==> config.mk <==
export PLATFORM = sky130hd
export DESIGN_NAME = first_fit_block_allocator
export DESIGN_NICKNAME = d
export VERILOG_FILES = /design/src/sv/ffba_pkg.sv /design/src/sv/first_fit_block_allocator.sv
export SDC_FILE = /design/constraint.sdc
export NUM_CORES = 2
export LEC_CHECK = 0
export BUFFER_PORTS_ARGS = -buffer_cell sky130_fd_sc_hd__buf_2
export CORE_MARGIN = 2
export CORE_UTILIZATION = 60
export CTS_BUF_LIST = sky130_fd_sc_hd__clkbuf_8
export CTS_CLUSTER_DIAMETER = 150
export DETAILED_ROUTE_END_ITERATION = 8
export MAX_ROUTING_LAYER = met4
export PLACE_DENSITY = 0.87
export SLEW_MARGIN = 0
export SYNTH_ARGS = -nofsm -noshare
export SYNTH_HDL_FRONTEND = slang
export SYNTH_SLANG_ARGS = --single-unit
==> constraint.sdc <==
create_clock -name clk -period 17.2 [get_ports clk]
set_clock_uncertainty 0.2 [all_clocks]
set_input_delay 2.58 -clock clk [delete_from_list [all_inputs] [get_ports clk]]
set_output_delay 2.58 -clock clk [all_outputs]
set_load 0.05 [all_outputs]
==> src/sv/ffba_pkg.sv <==
`timescale 1ns / 1ps
// ----------------------------------------------------------------------------
// ffba_pkg
// Shared types, codes and default sizes of the first-fit block allocator.
// ----------------------------------------------------------------------------
package ffba_pkg;

  // field widths of the request and response beats
  localparam int unsigned MODE_W   = 2;
  localparam int unsigned SIZE_W   = 21;
  localparam int unsigned ADDR_W   = 21;
  localparam int unsigned STATUS_W = 3;

  // packed stream widths, rounded up to whole bytes
  localparam int unsigned REQ_BITS  = MODE_W + SIZE_W + ADDR_W;
  localparam int unsigned REQ_W     = ((REQ_BITS + 7) / 8) * 8;
  localparam int unsigned RSP_BITS  = STATUS_W + ADDR_W + 1 + ADDR_W + SIZE_W;
  localparam int unsigned RSP_W     = ((RSP_BITS + 7) / 8) * 8;

  // default configuration
  localparam int unsigned DEF_HEAP_BYTES   = 1024 * 1024;
  localparam int unsigned DEF_MAX_BLOCKS   = 64;
  localparam int unsigned DEF_HEADER_BYTES = 12;

  // request kinds
  typedef enum logic [MODE_W-1:0] {
    MODE_ALLOC   = 2'd0,
    MODE_FREE    = 2'd1,
    MODE_REALLOC = 2'd2,
    MODE_SPARE   = 2'd3
  } mode_t;

  // response status codes
  typedef enum logic [STATUS_W-1:0] {
    ST_OK       = 3'd0,
    ST_NOMEM    = 3'd1,
    ST_ZERO     = 3'd2,
    ST_FULL     = 3'd3,
    ST_NOTFOUND = 3'd4,
    ST_DOUBLE   = 3'd5
  } status_t;

  // sequencer states
  typedef enum logic [2:0] {
    S_IDLE,
    S_FIND,
    S_FIT,
    S_WR_NEW,
    S_WR_OLD,
    S_DONE
  } state_t;

endpackage

==> src/sv/first_fit_block_allocator.sv <==
`timescale 1ns / 1ps
// ----------------------------------------------------------------------------
// first_fit_block_allocator
// First-fit heap allocator with a block table held in one synchronous memory.
// ----------------------------------------------------------------------------
// One request beat (allocate, free or reallocate) gives one response beat.
// The block table sits in a single memory with one read and one write port;
// a lookup walks the table one entry per cycle through the read port, so the
// block count sets the time per request. A reallocate that moves its block
// walks the table twice. Null frees and zero-size allocates skip the walk and
// go from idle straight to the done state. The sequencer returns to idle
// before it takes the next request beat, so a request is not taken until the
// previous one has been answered. The table needs no clearing after reset:
// only entries below the block count are ever read. A new request is taken
// while the previous response still waits at the output.
// ----------------------------------------------------------------------------
module first_fit_block_allocator #(
  parameter int unsigned HEAP_BYTES   = ffba_pkg::DEF_HEAP_BYTES,
  parameter int unsigned MAX_BLOCKS   = ffba_pkg::DEF_MAX_BLOCKS,
  parameter int unsigned HEADER_BYTES = ffba_pkg::DEF_HEADER_BYTES
) (
  input  logic                       clk,
  input  logic                       rst,
  // request: mode[1:0], request_size[22:2], payload_address[43:23]
  input  logic                       s_tvalid,
  output logic                       s_tready,
  input  logic [ffba_pkg::REQ_W-1:0] s_tdata,
  // response: status[2:0], result_address[23:3], copy_needed[24],
  //           copy_source[45:25], copy_bytes[66:46]
  output logic                       m_tvalid,
  input  logic                       m_tready,
  output logic [ffba_pkg::RSP_W-1:0] m_tdata
);
  import ffba_pkg::*;

  localparam int unsigned TOP_W  = $clog2(HEAP_BYTES + 1);
  localparam int unsigned CNT_W  = $clog2(MAX_BLOCKS + 1);
  localparam int unsigned IDX_W  = $clog2(MAX_BLOCKS);
  localparam int unsigned WIDE_W = (TOP_W > SIZE_W) ? TOP_W : SIZE_W;
  localparam int unsigned SUM_W  = WIDE_W + 2;
  localparam int unsigned WORD_W = 1 + SIZE_W + TOP_W;

  localparam logic [SUM_W-1:0] HDR   = SUM_W'(HEADER_BYTES);
  localparam logic [SUM_W-1:0] LIMIT = SUM_W'(HEAP_BYTES);
  localparam logic [CNT_W-1:0] FULL  = CNT_W'(MAX_BLOCKS);

  // request fields
  mode_t             in_mode;
  logic [SIZE_W-1:0] in_size;
  logic [ADDR_W-1:0] in_addr;
  logic              in_alloc;

  assign in_mode  = mode_t'(s_tdata[MODE_W-1:0]);
  assign in_size  = s_tdata[MODE_W +: SIZE_W];
  assign in_addr  = s_tdata[MODE_W+SIZE_W +: ADDR_W];
  assign in_alloc = (in_mode == MODE_ALLOC) ||
                    ((in_mode == MODE_REALLOC) && (in_addr == '0));

  // control and datapath registers
  state_t            state, state_next;
  logic [CNT_W-1:0]  entry_count;
  logic [TOP_W-1:0]  heap_top;
  logic              is_realloc;
  logic              is_move;
  logic [SIZE_W-1:0] req_size;
  logic [ADDR_W-1:0] req_addr;
  logic [CNT_W-1:0]  rd_idx;
  logic              chk_vld;
  logic [IDX_W-1:0]  chk_idx;
  logic [IDX_W-1:0]  old_idx, new_idx;
  logic [TOP_W-1:0]  old_start, new_start;
  logic [SIZE_W-1:0] old_size, new_size;
  status_t           res_status;
  logic [ADDR_W-1:0] res_addr;
  logic              res_copy;
  logic [ADDR_W-1:0] res_src;
  logic [SIZE_W-1:0] res_bytes;
  logic [RSP_W-1:0]  out_data;

  // block table
  logic [WORD_W-1:0] table_mem [MAX_BLOCKS];
  logic [WORD_W-1:0] rd_data;
  logic              rd_en;
  logic [IDX_W-1:0]  rd_addr;
  logic              mem_we;
  logic [IDX_W-1:0]  mem_waddr;
  logic [WORD_W-1:0] mem_wdata;

  // fields of the entry under test
  logic [TOP_W-1:0]  rd_start;
  logic [SIZE_W-1:0] rd_size;
  logic              rd_used;
  logic [SUM_W-1:0]  rd_payload;
  logic              find_hit, fit_hit, scan_end;
  logic [SUM_W-1:0]  append_end;
  logic              append_ok, append_room;
  logic              out_free;

  assign rd_start   = rd_data[TOP_W-1:0];
  assign rd_size    = rd_data[TOP_W +: SIZE_W];
  assign rd_used    = rd_data[WORD_W-1];
  assign rd_payload = SUM_W'(rd_start) + HDR;
  assign find_hit   = chk_vld && (rd_payload == SUM_W'(req_addr));
  assign fit_hit    = chk_vld && !rd_used && (rd_size >= req_size);
  assign scan_end   = !chk_vld && (rd_idx >= entry_count);
  assign append_end = SUM_W'(heap_top) + HDR + SUM_W'(req_size);
  assign append_room = append_end <= LIMIT;
  assign append_ok  = append_room && (entry_count < FULL);
  assign out_free   = !m_tvalid || m_tready;

  // next state
  always_comb begin
    state_next = state;
    unique case (state)
      S_IDLE: begin
        if (s_tvalid) begin
          if (in_alloc) begin
            state_next = (in_size == '0) ? S_DONE : S_FIT;
          end else if ((in_mode == MODE_REALLOC) || (in_addr != '0)) begin
            state_next = S_FIND;
          end else begin
            state_next = S_DONE;
          end
        end
      end
      S_FIND: begin
        if (find_hit) begin
          if (!rd_used) begin
            state_next = S_DONE;
          end else if (!is_realloc) begin
            state_next = S_WR_OLD;
          end else if (rd_size >= req_size) begin
            state_next = S_DONE;
          end else begin
            state_next = S_FIT;
          end
        end else if (scan_end) begin
          state_next = S_DONE;
        end
      end
      S_FIT: begin
        if (fit_hit) begin
          state_next = S_WR_NEW;
        end else if (scan_end) begin
          state_next = append_ok ? S_WR_NEW : S_DONE;
        end
      end
      S_WR_NEW: state_next = is_move ? S_WR_OLD : S_DONE;
      S_WR_OLD: state_next = S_DONE;
      S_DONE:   state_next = out_free ? S_IDLE : S_DONE;
      default:  state_next = S_IDLE;
    endcase
  end

  // memory port control
  always_comb begin
    rd_en     = ((state == S_FIND) || (state == S_FIT)) && (rd_idx < entry_count);
    rd_addr   = rd_idx[IDX_W-1:0];
    mem_we    = 1'b0;
    mem_waddr = new_idx;
    mem_wdata = {1'b1, new_size, new_start};
    unique case (state)
      S_WR_NEW: mem_we = 1'b1;
      S_WR_OLD: begin
        mem_we    = 1'b1;
        mem_waddr = old_idx;
        mem_wdata = {1'b0, old_size, old_start};
      end
      default: mem_we = 1'b0;
    endcase
  end

  // table memory, registered read
  always_ff @(posedge clk) begin
    if (mem_we) begin
      table_mem[mem_waddr] <= mem_wdata;
    end
    if (rd_en) begin
      rd_data <= table_mem[rd_addr];
    end
  end

  // sequencer datapath
  always_ff @(posedge clk) begin
    if (rst) begin
      state       <= S_IDLE;
      entry_count <= '0;
      heap_top    <= '0;
      rd_idx      <= '0;
      chk_vld     <= 1'b0;
      is_move     <= 1'b0;
    end else begin
      state <= state_next;

      // table walk: one read issued per cycle, checked in the next cycle
      if (state_next != state) begin
        rd_idx  <= '0;
        chk_vld <= 1'b0;
      end else if (rd_en) begin
        rd_idx  <= rd_idx + CNT_W'(1);
        chk_idx <= rd_idx[IDX_W-1:0];
        chk_vld <= 1'b1;
      end else begin
        chk_vld <= 1'b0;
      end

      unique case (state)
        S_IDLE: begin
          if (s_tvalid) begin
            is_realloc <= (in_mode == MODE_REALLOC) && !in_alloc;
            is_move    <= 1'b0;
            req_size   <= in_size;
            req_addr   <= in_addr;
            res_status <= (in_alloc && (in_size == '0)) ? ST_ZERO : ST_OK;
            res_addr   <= '0;
            res_copy   <= 1'b0;
            res_src    <= '0;
            res_bytes  <= '0;
          end
        end
        S_FIND: begin
          if (find_hit) begin
            old_idx   <= chk_idx;
            old_start <= rd_start;
            old_size  <= rd_size;
            if (!rd_used) begin
              res_status <= ST_DOUBLE;
            end else if (is_realloc && (rd_size >= req_size)) begin
              res_addr <= req_addr;
            end else if (is_realloc) begin
              is_move <= 1'b1;
            end
          end else if (scan_end) begin
            res_status <= ST_NOTFOUND;
          end
        end
        S_FIT: begin
          if (fit_hit) begin
            new_idx   <= chk_idx;
            new_start <= rd_start;
            new_size  <= rd_size;
            res_addr  <= rd_payload[ADDR_W-1:0];
          end else if (scan_end) begin
            if (!append_room) begin
              res_status <= ST_NOMEM;
            end else if (!append_ok) begin
              res_status <= ST_FULL;
            end else begin
              new_idx     <= entry_count[IDX_W-1:0];
              new_start   <= heap_top;
              new_size    <= req_size;
              res_addr    <= ADDR_W'(SUM_W'(heap_top) + HDR);
              heap_top    <= append_end[TOP_W-1:0];
              entry_count <= entry_count + CNT_W'(1);
            end
          end
        end
        S_WR_OLD: begin
          if (is_move) begin
            res_copy  <= 1'b1;
            res_src   <= req_addr;
            res_bytes <= old_size;
          end
        end
        default: begin
        end
      endcase
    end
  end

  // output register, loaded as the sequencer finishes
  always_ff @(posedge clk) begin
    if (rst) begin
      m_tvalid <= 1'b0;
    end else if ((state == S_DONE) && out_free) begin
      m_tvalid <= 1'b1;
      out_data <= RSP_W'({res_bytes, res_src, res_copy, res_addr, res_status});
    end else if (m_tready) begin
      m_tvalid <= 1'b0;
    end
  end

  assign s_tready = (state == S_IDLE);
  assign m_tdata  = out_data;

  // checks
  a_count_bound: assert property (@(posedge clk) disable iff (rst)
    entry_count <= FULL)
    else $error("block count beyond table depth");

  a_heap_bound: assert property (@(posedge clk) disable iff (rst)
    SUM_W'(heap_top) <= LIMIT)
    else $error("bump pointer beyond heap");

  a_fail_null: assert property (@(posedge clk) disable iff (rst)
    (m_tvalid && (m_tdata[STATUS_W-1:0] != ST_OK)) |->
      (m_tdata[STATUS_W +: ADDR_W] == '0) && !m_tdata[STATUS_W+ADDR_W])
    else $error("failed request returned an address or a copy");

  a_accept_busy: assert property (@(posedge clk) disable iff (rst)
    (s_tvalid && s_tready) |=> !s_tready)
    else $error("sequencer did not leave idle after a request beat");

  a_move_once: assert property (@(posedge clk) disable iff (rst)
    (state == S_WR_OLD) |=> (state == S_DONE))
    else $error("old block write not followed by the response");

endmodule
# After elaboration in Yosys (flattened, before gate mapping)
# Memory sizes are Yosys's and may differ from the RTL's. A register that Yosys moved wholly into a read port is not among the register bits.
# Index checks and enable logic that the tools add are counted.
# classes
n_eq_ne	23
addsub	5
magnitude_cmp	5
bitwise_logic	3
muxes	66
reduce_logical	43
# ops
cell	count
two-way mux 21 bit	18
one-hot mux 21 bit (2 select lines)	2
two-way mux 3 bit	21
one-hot mux 21 bit (3 select lines)	1
adder 21 x 4 -> 22 bit, second input constant	2
two-way mux 43 bit	1
zero test 21 bit	2
two-way mux 6 bit	5
adder 23 x 21 -> 23 bit	1
less-or-equal comparator 23 x 21 -> 1 bit, second input constant	1
== test 22 x 21 -> 1 bit	1
>= comparator 21 bit	1
nonzero test 21 bit	1
!= test 3 bit, second input constant	6
one-hot mux 3 bit (6 select lines)	1
!= test 2 bit, second input constant	8
adder 7 x 1 -> 7 bit, second input constant	2
two-way mux 1 bit	13
nonzero test 2 bit	6
logical AND 1 bit	11
AND reduction 5 bit	2
one-hot mux 3 bit (3 select lines)	1
AND reduction 3 bit	3
AND reduction 9 bit	1
22 further kinds	34
# word_totals
register_bits	320
elab_cells	169
output_inout_bits	74
in_bits	52
ram_bits	2752
memories	1
# memory_table
name	words	width	read_ports	rd_ports_with_merged_regs	write_ports	line_no	rtl
table_mem	64	43	1	1	1	first_fit_block_allocator.sv:81	logic [WORD_W-1:0] table_mem [MAX_BLOCKS];

# Logic depth before layout (Yosys ltp)
# depth
word_depth	11
depth_mapped	19
mapped_depth_nobuf	17

# Least setup slack after synthesis
# No wires, ideal clock.
# synth_timing
path_type	input to register
startpoint	in rst
endpoint	reg out_data[0] (netlist: m_tdata[0]) (enable)
setup_time_ns	0.575
required_time_ns	16.425
t_arrival_ns	7.376
n_path_buf	1
setup_slack_ns	9.049
path_stages	2
cell_sequence	clkbuf_1 -> nor3_1
# synth_between
elab_chain_len	2
# synth_lines
element	line_no	rtl
start, declared	first_fit_block_allocator.sv:23	input logic rst,
inverter 1 bit (no line)	-	
AND reduction 2 bit (no line)	-	
end signal, assigned	first_fit_block_allocator.sv:277	out_data <= RSP_W'({res_bytes, res_src, res_copy, res_addr, res_status});
end, declared	first_fit_block_allocator.sv:78	logic [RSP_W-1:0] out_data;
# No other way between the ends.
# A chain may end at the register's enable or synchronous reset.

# Worst setup path in the final report
# layout_timing
startpoint	reg rd_idx[1]
endpoint	reg rd_data[36] (read register of table_mem), data pin
# layout_between
elab_chain_len	2
# layout_lines
element	line_no	rtl
start, declared	first_fit_block_allocator.sv:67	logic [CNT_W-1:0] rd_idx;
start signal, assigned	first_fit_block_allocator.sv:200	rd_idx <= rd_idx + CNT_W'(1);
less-than comparator 7 bit	first_fit_block_allocator.sv:157	rd_en = ((state == S_FIND) || (state == S_FIT)) && (rd_idx < entry_count);
logical AND 1 bit	first_fit_block_allocator.sv:157	
end, declared	first_fit_block_allocator.sv:82	logic [WORD_W-1:0] rd_data;
# Several ways; a longest one is shown, not always the timed one.

==> qor.yml <==
run_status:
  status: "finished clean"
logic_synthesis:
  ys_seq_area_share_pct: 76.75
  synthDistinctLibCells: 79
  yosysMostFrequentCell: "edfxtp_1"
  synth_area_per_cell_sq_um: 22.37
  ys_ff_latch: 3115
  synth_common_cells: "edfxtp_1 (3074), mux4_2 (903), nand2_1 (201)"
  synthCells: 5425
  async_flop_share_pct: 0
  synth_warnings: 0
  yosys.area.top_type: "edfxtp_1"
  synth_top_area_share_pct: 76.08
  ys.flop_type: "edfxtp_1"
  synth-edff-count: 3074
  synth.area.top_cells: "edfxtp_1 (76%), mux4_2 (17%), dfxtp_1 (0.68%)"
  syn-cell-area_sq_mm: 0.1213
route:
  drt-pass1-iter-count: 7
  routed_wl_mm: 382.2
  drt-vias-per-instance: 7.567
  post-route-drc-count: 0
  drt_iter0_drc: 13240
  ant_nets: 0
  route.vias.total: 67740
  avgRoutedWirePerCell_um: 42.69
pwr:
  total_leakage_power_nw: 41.55
  max-vdd-ir-drop_mv: 0.09563
  power_density_mw_per_mm2: 115.2
floorplanning:
  die_area_sq_mm: 0.2058
  dieWidth_um: 453.7
  die_h_um: 453.7
  initial_utilization_pct: 60.22
  num_rows: 165
  core_area_sq_mm: 0.2015
  io_pins: 126
timing:
  period_needed_ps: 7515
  rsz0062_at_grt: "false"
  worst_slew_pin_slew_ps: 1442
  fin_crit_sh_pct: 43.69
  tns_ps: 0
  drv_slew: 0
  relSlewSlack_pct: 3.857
  fmax_mhz: 133.1
  setup_violations: 0
  finalHoldViolCount: 0
clock_network:
  cts_root_buf: "clkbuf_8"
  h-tree-depth: 5
  cts.sinks: 3115
  tritoncts: "yes"
  holdBufCountCts: 0
  cts_buffers: 475
  post_cts_resized: 0
  postCtsSetupBuffers: 0
  clk_pin_slew_ps: 70
  cts.path.max_buffers: 4
  clk_latency_ps: 1140
finish:
  final-seq-area_sq_mm: 0.09315
  syn_to_final_growth_pct: 10.99
  multi_input_comb_area_sq_mm: 0.02751
  fillers: 11420
  nNetsFinal: 5997
  design_area_sq_mm: 0.1347
  drive_gt1_share_pct: 30.23
global_routing:
  grt-busiest-layer: "met2"
  grt_use_total_pct: 38.55
  grt_max_degree: 114
  grt_use_met3_pct: 12.67
  grt_pass1_wl_mm: 522.0
  gr-usage-met2_pct: 56.66
  grt_overflow: 0
  antenna_found_initial: 19
  grt_use_met1_pct: 45.01
  grt_pass1_vias: 66650
setup_path:
  r2r_start: "rd_idx[1]"
  setup.worst_path.start: "rd_idx[1]"
  cp-end-kind: "flop"
  crit_required_ps: 17800
  cpMaxStageDelayCell: "buf_4"
  path_cells: "buf_4 -> buf_4 -> buf_4 -> buf_4 -> mux4_2 -> mux4_2 -> mux4_2"
  r2r_setup_slack_ps: 9690
  critPathMaxStageDelay_ps: 1150
  cp_common_cell: "buf_4"
  cp.arrival_ps: 8110
  critPathMaxFanout: 72
  start_kind: "flop"
  critPathKind: "flop to flop"
min_path:
  min_path_type: "flop to flop"
  min-delay-start: "res_addr[7]"
place:
  io_buffer_count: 116
  gp_congestion: 0.9498
  dp_hpwl_mm: 212.7
  placed_area_sq_mm: 0.1259
flow_run:
  drv_cap: 0
[path summary, 6_finish.rpt]
path,end,depth (start not counted)
setup / recovery,rd_data[36],7
hold / removal,m_tdata[10],0
setup reg to reg,rd_data[36],7
hold reg to reg,m_tdata[10],0
[power by group]
part           switching, W  internal, W
registers         0.0000509      0.00879
clock network       0.00291      0.00289
logic              0.000736     0.000134
[flip-flops by register name, summed over array words and instances, names as in the netlist, 6 cells and up]
register / flops
res_bytes: 21
old_size: 21
req_size: 21
old_start: 21
rd_data: 43
chk_idx: 6
req_addr: 21
rd_idx: 7
entry_count: 7
res_src: 21
m_tdata: 67
table_mem: 2752
new_size: 21
new_start: 21
heap_top: 21
old_idx: 6
new_idx: 6
res_addr: 21
[stage by stage]
step	setup slack [ps]	util [%]	total power, W	hold WS, ps	cells
2_1_floorplan	9049	-	0.009436	200.3	5429
3_3_place_gp	10360	62.50	0.009719	201.1	8085
3_5_place_dp	9988	62.50	0.009822	204.5	8085
4_1_cts	9934	66.81	0.01547	180.8	8934
5_1_grt	9760	66.83	0.01584	202.4	8950
6_report	9685	66.84	0.01551	177.6	8952
[cells by family after synthesis]
group                      after synthesis  share of synthesized area [%]
AOI/OAI and AO/OA                      325                          1.724
xor gates and xnor gates                70                         0.5176
adders and majority gates               55                         0.5733
buffers and inverters                  332                          1.058
DFF                                   3115                          76.75
muxes                                  932                          17.02
other                                    1                       0.003091
and+or+nand+nor                        595                          2.351
[per-layer routing]
layer / vias up / part of all wire (%)
li1: 23990 / -
met1: 33590 / 29
met2: 8002 / 46
met3: 2170 / 16
met4: 0 / 9.4
met5: - / 0
[critical path, delay by kind of cell, from the launching register on]
kind | cells | cell delay, ps
buffers and inverters | 4 | 4100
flip-flops | 1 | 1000
multiplexers | 3 | 1650
[final cells by class]
class | count | share of cell area, %
clock buffer | 484 | 4.946
antenna | 18 | 0.03345
clock inverter | 365 | 1.503
multi-input combinational | 1982 | 20.43
inverter | 52 | 0.1449
timing repair buffer | 264 | 1.293
sequential | 3115 | 69.17
tap | 2672 | 2.482
[placed cells by master (no fill, tap or decap), types with 10 or more instances in the layout]
master      netlist  layout
a211oi_1         14      14
a21o_1           40      40
a21oi_1          75      75
a31oi_1          10      10
and3_1           54      54
buf_2             3     116
buf_4             5     144
bufinv_16         0      19
clkbuf_8          0     484
clkinv_1          1     133
clkinv_2          0      83
clkinvlp_4        0      11
dfxtp_1          41      35
diode_2           0      18
edfxtp_1       3074    3074
ha_1             54      54
inv_1            51     169
mux2_2           20      20
mux4_2          903     903
nand2_1         201     195
nand2b_1         13      13
nand3_1          47      47
nand4_1          26      26
nor2_1          133      67
nor2_4            0      66
nor3_1           36      33
nor4_1           18      17
o21ai_0         102     102
xnor2_1          47      47
xor2_1           22      22
Power figures use the tool's default switching activity.
